$ cat src/rtl/c1dg_ram.sv
module c1dg_ram #(
  parameter int WIDTH = 16,
  parameter int DEPTH = 64,
  localparam int AW = (DEPTH > 1) ? $clog2(DEPTH) : 1
) (
  input  logic             clk_i,
  input  logic             we_i,
  input  logic [AW-1:0]    waddr_i,
  input  logic [WIDTH-1:0] wdata_i,
  input  logic [AW-1:0]    raddr_i,
  output logic [WIDTH-1:0] rdata_o
);

  logic [WIDTH-1:0] mem_q [DEPTH];

  always_ff @(posedge clk_i) begin
    if (we_i) begin
      mem_q[waddr_i] <= wdata_i;
    end
    rdata_o <= mem_q[raddr_i];
  end

endmodule

$ cat config.mk
export PLATFORM = sky130hd
export DESIGN_NAME = c1dg_ram
export DESIGN_NICKNAME = d
export VERILOG_FILES = /design/src/rtl/c1dg_ram.sv
export SDC_FILE = /design/constraint.sdc
export NUM_CORES = 1
export LEC_CHECK = 0
export ABC_AREA = 0
export ABC_CLOCK_PERIOD_IN_PS = 4800
export BUFFER_PORTS_ARGS = -buffer_cell sky130_fd_sc_hd__buf_2
export CAP_MARGIN = 20
export CORE_MARGIN = 10
export CORE_UTILIZATION = 45
export CTS_BUF_LIST = sky130_fd_sc_hd__clkbuf_8
export DETAILED_ROUTE_END_ITERATION = 12
export MAX_ROUTING_LAYER = met4
export PLACE_DENSITY = 0.61
export SLEW_MARGIN = 20
export SYNTH_ARGS = -nofsm -noshare
export SYNTH_HDL_FRONTEND = slang
export SYNTH_SLANG_ARGS = --single-unit
$ cat constraint.sdc
create_clock -name clk_i -period 4.8 [get_ports clk_i]
set_clock_uncertainty 0.05 [all_clocks]
set_input_delay 0.48 -clock clk_i [delete_from_list [all_inputs] [get_ports clk_i]]
set_output_delay 0.48 -clock clk_i [all_outputs]
set_load 0.03 [all_outputs]
==> flow_metrics.tcl, run 1 <==
set metrics [dict create \
    cpPeakStageDelay_ns 0.56 \
    synth_area_leaders "edfxtp_1 (77%), mux4_2 (12%), mux2i_1 (2.1%)" \
    drtAntennaViolNets 0 \
    r2r.worst_path.cells 5 \
    fin_crit_sh_pct 54.2 \
    clkLatencyLatePin_ns 0.83 \
    ys_seq_area_share_pct 77.6 \
    overflow 0 \
    start_util_pct 45.3 \
    tns_ns 0 \
    synth_nets 1859 \
    area_growth_pct 12.2 \
    ys_types 43 \
    hold_viol_final 0 \
    row_count 109 \
    cp_cell_sequence "buf_8, buf_12, mux4_2, mux2i_1, a22oi_1, a31oi_1, a311oi_1" \
    grt_setup_unrepaired "no" \
    syn_area_per_cell_um2 21.9 \
    worstHoldPathType "input pin to flop" \
    status "completed" \
    slew_viol_final 0 \
    yosysMostFrequentCell "edfxtp_1" \
    hold_start "wdata_i[15]" \
    h-tree-depth 4 \
    path_depth 7 \
    nNetsFinal 2066 \
    maxCapViolations 0 \
    powerDensity_nw_per_um2 400 \
    drt_iter0_markers 2528 \
    vdd_ir_drop_max_mv 0.269 \
    timing.critical_path.buf_inv 2 \
    critical-path-top-delay-family "multiplexers" \
    die_h_um 318 \
    r2r_setup_slack_ns 2.50 \
    netlist_area_um2 40000 \
    fmax_ghz 0.384 \
    hpwl_mm 55.4 \
    die_w_um 318 \
    vias_per_cell 5.85 \
    arrival_ns 3.19 \
    synthCells 1829 \
    grt_antenna_before_repair 11 \
    final_cells 3333 \
    fin_crit_ns 2.60 \
    netlist.area_leader.share_pct 76.8 \
    dp.cells 3032 \
    die-area_um2 101000 \
    top_usage_layer "met2" \
    grt_max_degree 92 \
    slew-limit-headroom_pct 27.4 \
    cts_resized 0 \
    wire_per_inst_um 29.1 \
    synth_edf_count 1024 \
    post_cts_buffers 0 \
    grt_pass1_vias 19700 \
    tightestPinTransition_ns 1.08 \
    cts_tree "yes" \
    boundaryPins 46 \
    totalWireLength_mm 97.0 \
    crit_fanout 46 \
    crit_type "input pin to flop" \
    crit_slowest_cell "mux4_2" \
    cp.required_ns 5.39 \
    grt_pass1_wl_mm 141 \
    met3_usage_pct 3.89 \
    ys_warn_count 0 \
    reg2reg_from "mem_q[23][13]" \
    grtUsageMet1_pct 26.5 \
    yosys.area.top_type "edfxtp_1" \
    setup_viol 0 \
    io_buffers 45 \
    path_clk_slew_ns 0.06 \
    cts.sink_count 1040 \
    place_congestion 0.827 \
    critPathLaunchType "input pin" \
    holdBufCountCts 0 \
    num_vias 19500 \
    synth_flop_cell "edfxtp_1" \
    netlist_top_cells_count "edfxtp_1 (1024), mux4_2 (220), mux2i_1 (85)" \
    crit_path_start "raddr_i[0]" \
    drive_above_1_share_pct 28.2 \
    yosys_register_bits 1040 \
    async_flop_share_pct 0 \
    r2r-end "rdata_o[13]" \
    total_leakage_power_nw 14.4 \
    n_fill_cell 6984 \
    clk_path_buf_depth 3 \
    grt_usage_pct 19.5 \
    crit_path_end_kind "flop" \
    drt_first_pass_iters 6 \
    drc 0 \
    cp-endpoint "rdata_o[13]" \
    met2_usage_pct 29.8 \
    cts_root_buf "clkbuf_8" \
    core-area_um2 88400 \
    cts_buffers 167 \
]
per-layer routing:
layer | up-vias | wire, um | share of wire (%)
met5 | - | 0 | 0
met4 | 0 | 2140 | 2.2
met3 | 170 | 7570 | 7.8
met2 | 888 | 47200 | 49
met1 | 10300 | 40100 | 41
li1 | 8116 | - | -
cells in the final DEF, fill, tap and decap left out, types with 6 or more instances in the layout:
master	synthesis	layout
a221o_1	6	6
a22oi_1	39	39
buf_2	36	41
nand3_1	24	24
diode_2	0	8
a211o_1	8	8
a21oi_1	17	17
edfxtp_1	1024	1024
clkinv_2	0	12
dfxtp_1	16	16
a221oi_1	16	16
a31oi_1	8	8
nor2_2	2	8
nand4_1	12	12
clkbuf_8	0	176
mux2_2	27	27
a211oi_1	8	8
clkinv_1	0	28
nor2_1	72	66
nand2_1	59	59
mux4_2	220	220
a22o_1	6	6
inv_1	0	61
mux2i_1	85	85
a311oi_1	8	8
buf_12	5	8
nor2b_1	30	28
buf_4	13	90
cells by family after synthesis:
logic type | share of synthesized area (%)
DFF | 77.6
muxes | 15.5
and+or+nand+nor | 2.65
AOI/OAI and AO/OA | 2.41
buffers and inverters | 1.83
power breakdown:
part	internal, mW	total, mW	switching (mW)
Sequential	10.1	10.1	0.0374
Combinational	0.330	0.957	0.627
Clock	3.47	6.93	3.46
Total	13.9	18.0	4.12
through the flow:
stage	hold WS (ns)	setup WS (ns)	utilization [%]	total power, mW	instance area, um2
floorplan	0.529	2.24	-	10.8	40000
global placement	0.774	1.32	47.4	11.2	41900
detailed placement	0.781	1.30	47.4	11.3	41900
CTS	0.150	2.17	50.8	18.1	44900
global route	0.192	2.11	50.8	18.6	44900
finish	0.209	2.20	50.8	18.0	44900
registers in the layout, summed over array words and instances (netlist names):
name,count
mem_q,1024
rdata_o,16
worst min path at each step:
stage                    end  slack, ns  depth (start not counted)
5_1_grt        mem_q[43][15]       0.19                          1
3_3_place_gp      rdata_o[2]       0.77                          5
2_1_floorplan    mem_q[0][0]       0.53                          0
3_5_place_dp      rdata_o[2]       0.78                          5
6_report       mem_q[46][15]       0.21                          1
4_1_cts        mem_q[46][15]       0.15                          1
area by class of cell:
cell class | count | area, um2 | area share (%)
Antenna cell | 8 | 20.0 | 0.0446
Sequential cell | 1040 | 31100 | 69.1
Tap cell | 1165 | 1460 | 3.24
Clock inverter | 117 | 613 | 1.36
Multi-Input combinational cell | 685 | 8270 | 18.4
Clock buffer | 176 | 2420 | 5.39
Timing Repair Buffer | 142 | 1080 | 2.41
Note: power is estimated with default switching activity, not from simulation.
==> run 2, diff against run 1 <==
--- a/config.mk
+++ b/config.mk
@@ -5,8 +5,8 @@
 export SDC_FILE = /design/constraint.sdc
 export NUM_CORES = 1
 export LEC_CHECK = 0
-export ABC_AREA = 0
-export ABC_CLOCK_PERIOD_IN_PS = 4800
+export ABC_AREA = 1
+export ABC_CLOCK_PERIOD_IN_PS = 2100
 export BUFFER_PORTS_ARGS = -buffer_cell sky130_fd_sc_hd__buf_2
 export CAP_MARGIN = 20
 export CORE_MARGIN = 10
@@ -14,7 +14,7 @@
 export CTS_BUF_LIST = sky130_fd_sc_hd__clkbuf_8
 export DETAILED_ROUTE_END_ITERATION = 12
 export MAX_ROUTING_LAYER = met4
-export PLACE_DENSITY = 0.61
+export PLACE_DENSITY = 0.63
 export SLEW_MARGIN = 20
 export SYNTH_ARGS = -nofsm -noshare
 export SYNTH_HDL_FRONTEND = slang
==> constraint.sdc (replaced) <==
create_clock -name clk_i -period 2.1 [get_ports clk_i]
set_clock_uncertainty 0.05 [all_clocks]
set_input_delay 0.21 -clock clk_i [delete_from_list [all_inputs] [get_ports clk_i]]
set_output_delay 0.21 -clock clk_i [all_outputs]
set_load 0.03 [all_outputs]
==> run 2 against run 1 <==
  * Synthesized cell count up 92%
  * Power rose by 130%
  * First-iteration DRC count is 32% higher
  * Worst hold slack lost 0.17 ns
  * Non-clock buffer count rose by 138
  * Critical path depth is 2 higher
  * Count of clock-buffer cells in the layout fell by 5
  * Combinational power rose to 3.2 times the previous value
  * Clock power rose by 130%
  * Design area is 8.1% higher
  * Global-route usage rose by 2.2 points
  * Die area is 4.8% higher
  * Largest power group unchanged
==> flow_metrics.tcl, run 2 <==
set metrics [dict create \
    status "completed" \
    async_flop_share_pct 0 \
    yosys.area_share.simple_pct 22.7 \
    synth_compound_area_share_pct 0 \
    cp-endpoint "rdata_o[1]" \
    reg_top3 "mem_q x1024, rdata_o x16" \
    syn_area_per_cell_um2 12.0 \
    regArea_um2 31100 \
    ys_seq_area_share_pct 73.8 \
    largest_reg_flops 1024 \
    netlist_top_cells_count "nand2_1 (1296), edfxtp_1 (1024), nand3_1 (871)" \
    worstHoldPathType "input pin to flop" \
    crit_fanout 1 \
    ys_types 16 \
    yosysMostFrequentCell "nand2_1" \
    io_buffers 45 \
    r2r.worst_path.cells 9 \
    crit_path_end_kind "flop" \
    setup_viol 0 \
    crit_type "flop to flop" \
    overflow 0 \
    die-area_um2 106000 \
    synth_top_family_by_area "simple AND/OR/NAND/NOR gates" \
    netlist_area_um2 42100 \
    cp.required_ns 2.73 \
    fmax_ghz 0.521 \
    final_common_cell "nand2_1" \
    cts_root_buf "clkbuf_8" \
    fin_crit_ns 1.92 \
    synth-xor-area-share_pct 0 \
    drt_iter0_markers 3331 \
    place_congestion 0.846 \
    synth_flop_cell "edfxtp_1" \
    area_growth_pct 15.4 \
    netlist.area_leader.share_pct 73.0 \
    slew_viol_final 0 \
    synth_area_leaders "edfxtp_1 (73%), nand2_1 (12%), nand3_1 (10%)" \
    boundaryPins 46 \
    core-area_um2 93000 \
    drt_first_pass_iters 8 \
    slew-limit-headroom_pct 37.8 \
    vias_per_cell 5.44 \
    cts.sink_count 1040 \
    synth_mux_area_share_pct 0 \
    postPlaceCellArea_um2 45400 \
    yosys.area.top_type "edfxtp_1" \
    synthCells 3517 \
    grt_usage_pct 21.7 \
    post_cts_buffers 0 \
    met2_usage_pct 33.0 \
    nNetsFinal 3769 \
    maxCapViolations 0 \
    ys_warn_count 0 \
    grtUsageMet1_pct 29.6 \
    grt_max_degree 90 \
    cts_buffers 165 \
    grt_antenna_before_repair 7 \
    row_count 112 \
    drc 0 \
    totalWireLength_mm 114 \
    crit_path_start "mem_q[55][1]" \
    drtAntennaViolNets 0 \
    drive_above_1_share_pct 12.3 \
    met3_usage_pct 3.73 \
    largest-register "mem_q" \
    total_leakage_power_nw 17.9 \
    hpwl_mm 66.8 \
    vdd_ir_drop_max_mv 0.627 \
    powerDensity_nw_per_um2 862 \
    num_vias 27900 \
    grt_pass1_wl_mm 170 \
    design_area_um2 48600 \
    tightestPinTransition_ns 0.933 \
    layout_common_cells "nand2_1 (1296), edfxtp_1 (1024), nand3_1 (871)" \
    synthAdderAreaFrac_pct 0 \
    fin_hold_ws_ns 0.0442 \
    h-tree-depth 4 \
    clk_path_buf_depth 3 \
    wire_per_inst_um 22.3 \
    die_h_um 326 \
    utilization_pct 52.2 \
    synth_nets 3547 \
    clkLatencyLatePin_ns 0.82 \
    cts_tree "yes" \
    grt_pass1_vias 26500 \
    r2r_setup_slack_ns 0.18 \
    multi_input_area_um2 9660 \
    arrival_ns 2.55 \
    synth_edf_count 1024 \
    top_usage_layer "met2" \
    path_clk_slew_ns 0.06 \
    n_fill_cell 7941 \
    grt_setup_unrepaired "no" \
    r2r-end "rdata_o[1]" \
    die_w_um 326 \
    fin_crit_sh_pct 91.3 \
    hold_viol_final 0 \
    yosys_register_bits 1040 \
    reg2reg_from "mem_q[55][1]" \
    start_util_pct 45.2 \
    critPathLaunchType "flop" \
]
-- run 2: cell count changes after synthesis, sizes merged, moves of 12 or more --
| cell | before | now |
|---|---|---|
| mux2 | 27 | 0 |
| mux2i | 85 | 0 |
| nand2 | 60 | 1296 |
| buf | 77 | 199 |
| nor2 | 74 | 56 |
| a21oi | 17 | 0 |
| mux4 | 224 | 0 |
| nand3 | 24 | 871 |
| a221oi | 16 | 0 |
| inv | 0 | 12 |
| nor2b | 30 | 0 |
| a22oi | 39 | 0 |
-- run 2: per-stage QoR --
stage / setup TNS [ns] / power [mW] / worst slack [ns] / std cells
global route: 0 / 43.3 / 0.0551 / 5131
global placement: -0.446 / 26.5 / -0.130 / 4808
finish: 0 / 41.9 / 0.182 / 5133
floorplan: -27.13 / 25.1 / -0.212 / 3517
detailed placement: -0.426 / 26.5 / -0.123 / 4808
CTS: 0 / 42.1 / 0.147 / 5128
-- run 2: kinds of logic after synthesis --
family | Yosys count
AND/OR/NAND/NOR | 2240
flip-flops | 1040
buffers and inverters | 237
-- run 2: report_power, final --
group | internal (mW) | total (mW) | switching (mW)
logic | 0.900 | 3.08 | 2.18
clock network | 7.73 | 15.7 | 7.96
registers | 23.0 | 23.1 | 0.105
-- run 2: how the worst min path moves through the flow --
stage	cells past startpoint	from	slack, ns	endpoint
after CTS	1	wdata_i[14]	0.009	mem_q[45][14]
after detailed placement	1	rdata_o[13]	0.64	rdata_o[13]
after global placement	1	rdata_o[2]	0.65	rdata_o[2]
after global routing	1	wdata_i[14]	0.06	mem_q[46][14]
final	7	raddr_i[3]	0.04	rdata_o[2]
after floorplan	0	wdata_i[0]	0.26	mem_q[0][0]
-- run 2: critical path, cell delays in order, from the launching register on --
cell and delay (ns):
edfxtp_1 0.35, nand2_1 0.07, nand3_1 0.08, nand3_1 0.13, nand2_1 0.12, nand2_1 0.09, nand3_1 0.16, nand3_1 0.14
dlygate4sd3_1 0.55, nand2_1 0.04
-- run 2: final cells by class --
| class | instances | share of cell area [%] |
|---|---|---|
| Sequential cell | 1040 | 64.0 |
| Clock inverter | 131 | 1.29 |
| Inverter | 12 | 0.147 |
| Multi-Input combinational cell | 2240 | 19.9 |
| Tap cell | 1254 | 3.23 |
| Clock buffer | 171 | 4.85 |
| Timing Repair Buffer | 280 | 6.60 |
| Antenna cell | 5 | 0.0258 |
-- run 2: repair_timing --
| action | 4_1_cts | 5_1_grt |
|---|---|---|
| hold endpoints to repair | 797 | 0 |
| hold buffers | 18 | 0 |
| resized for setup | 0 | 0 |
-- run 2: per-layer routing --
layer,up-vias,wire length [um]
met5,-,0
met4,0,3050
met3,205,9410
met2,1276,53200
met1,13600,48800
li1,12900,-
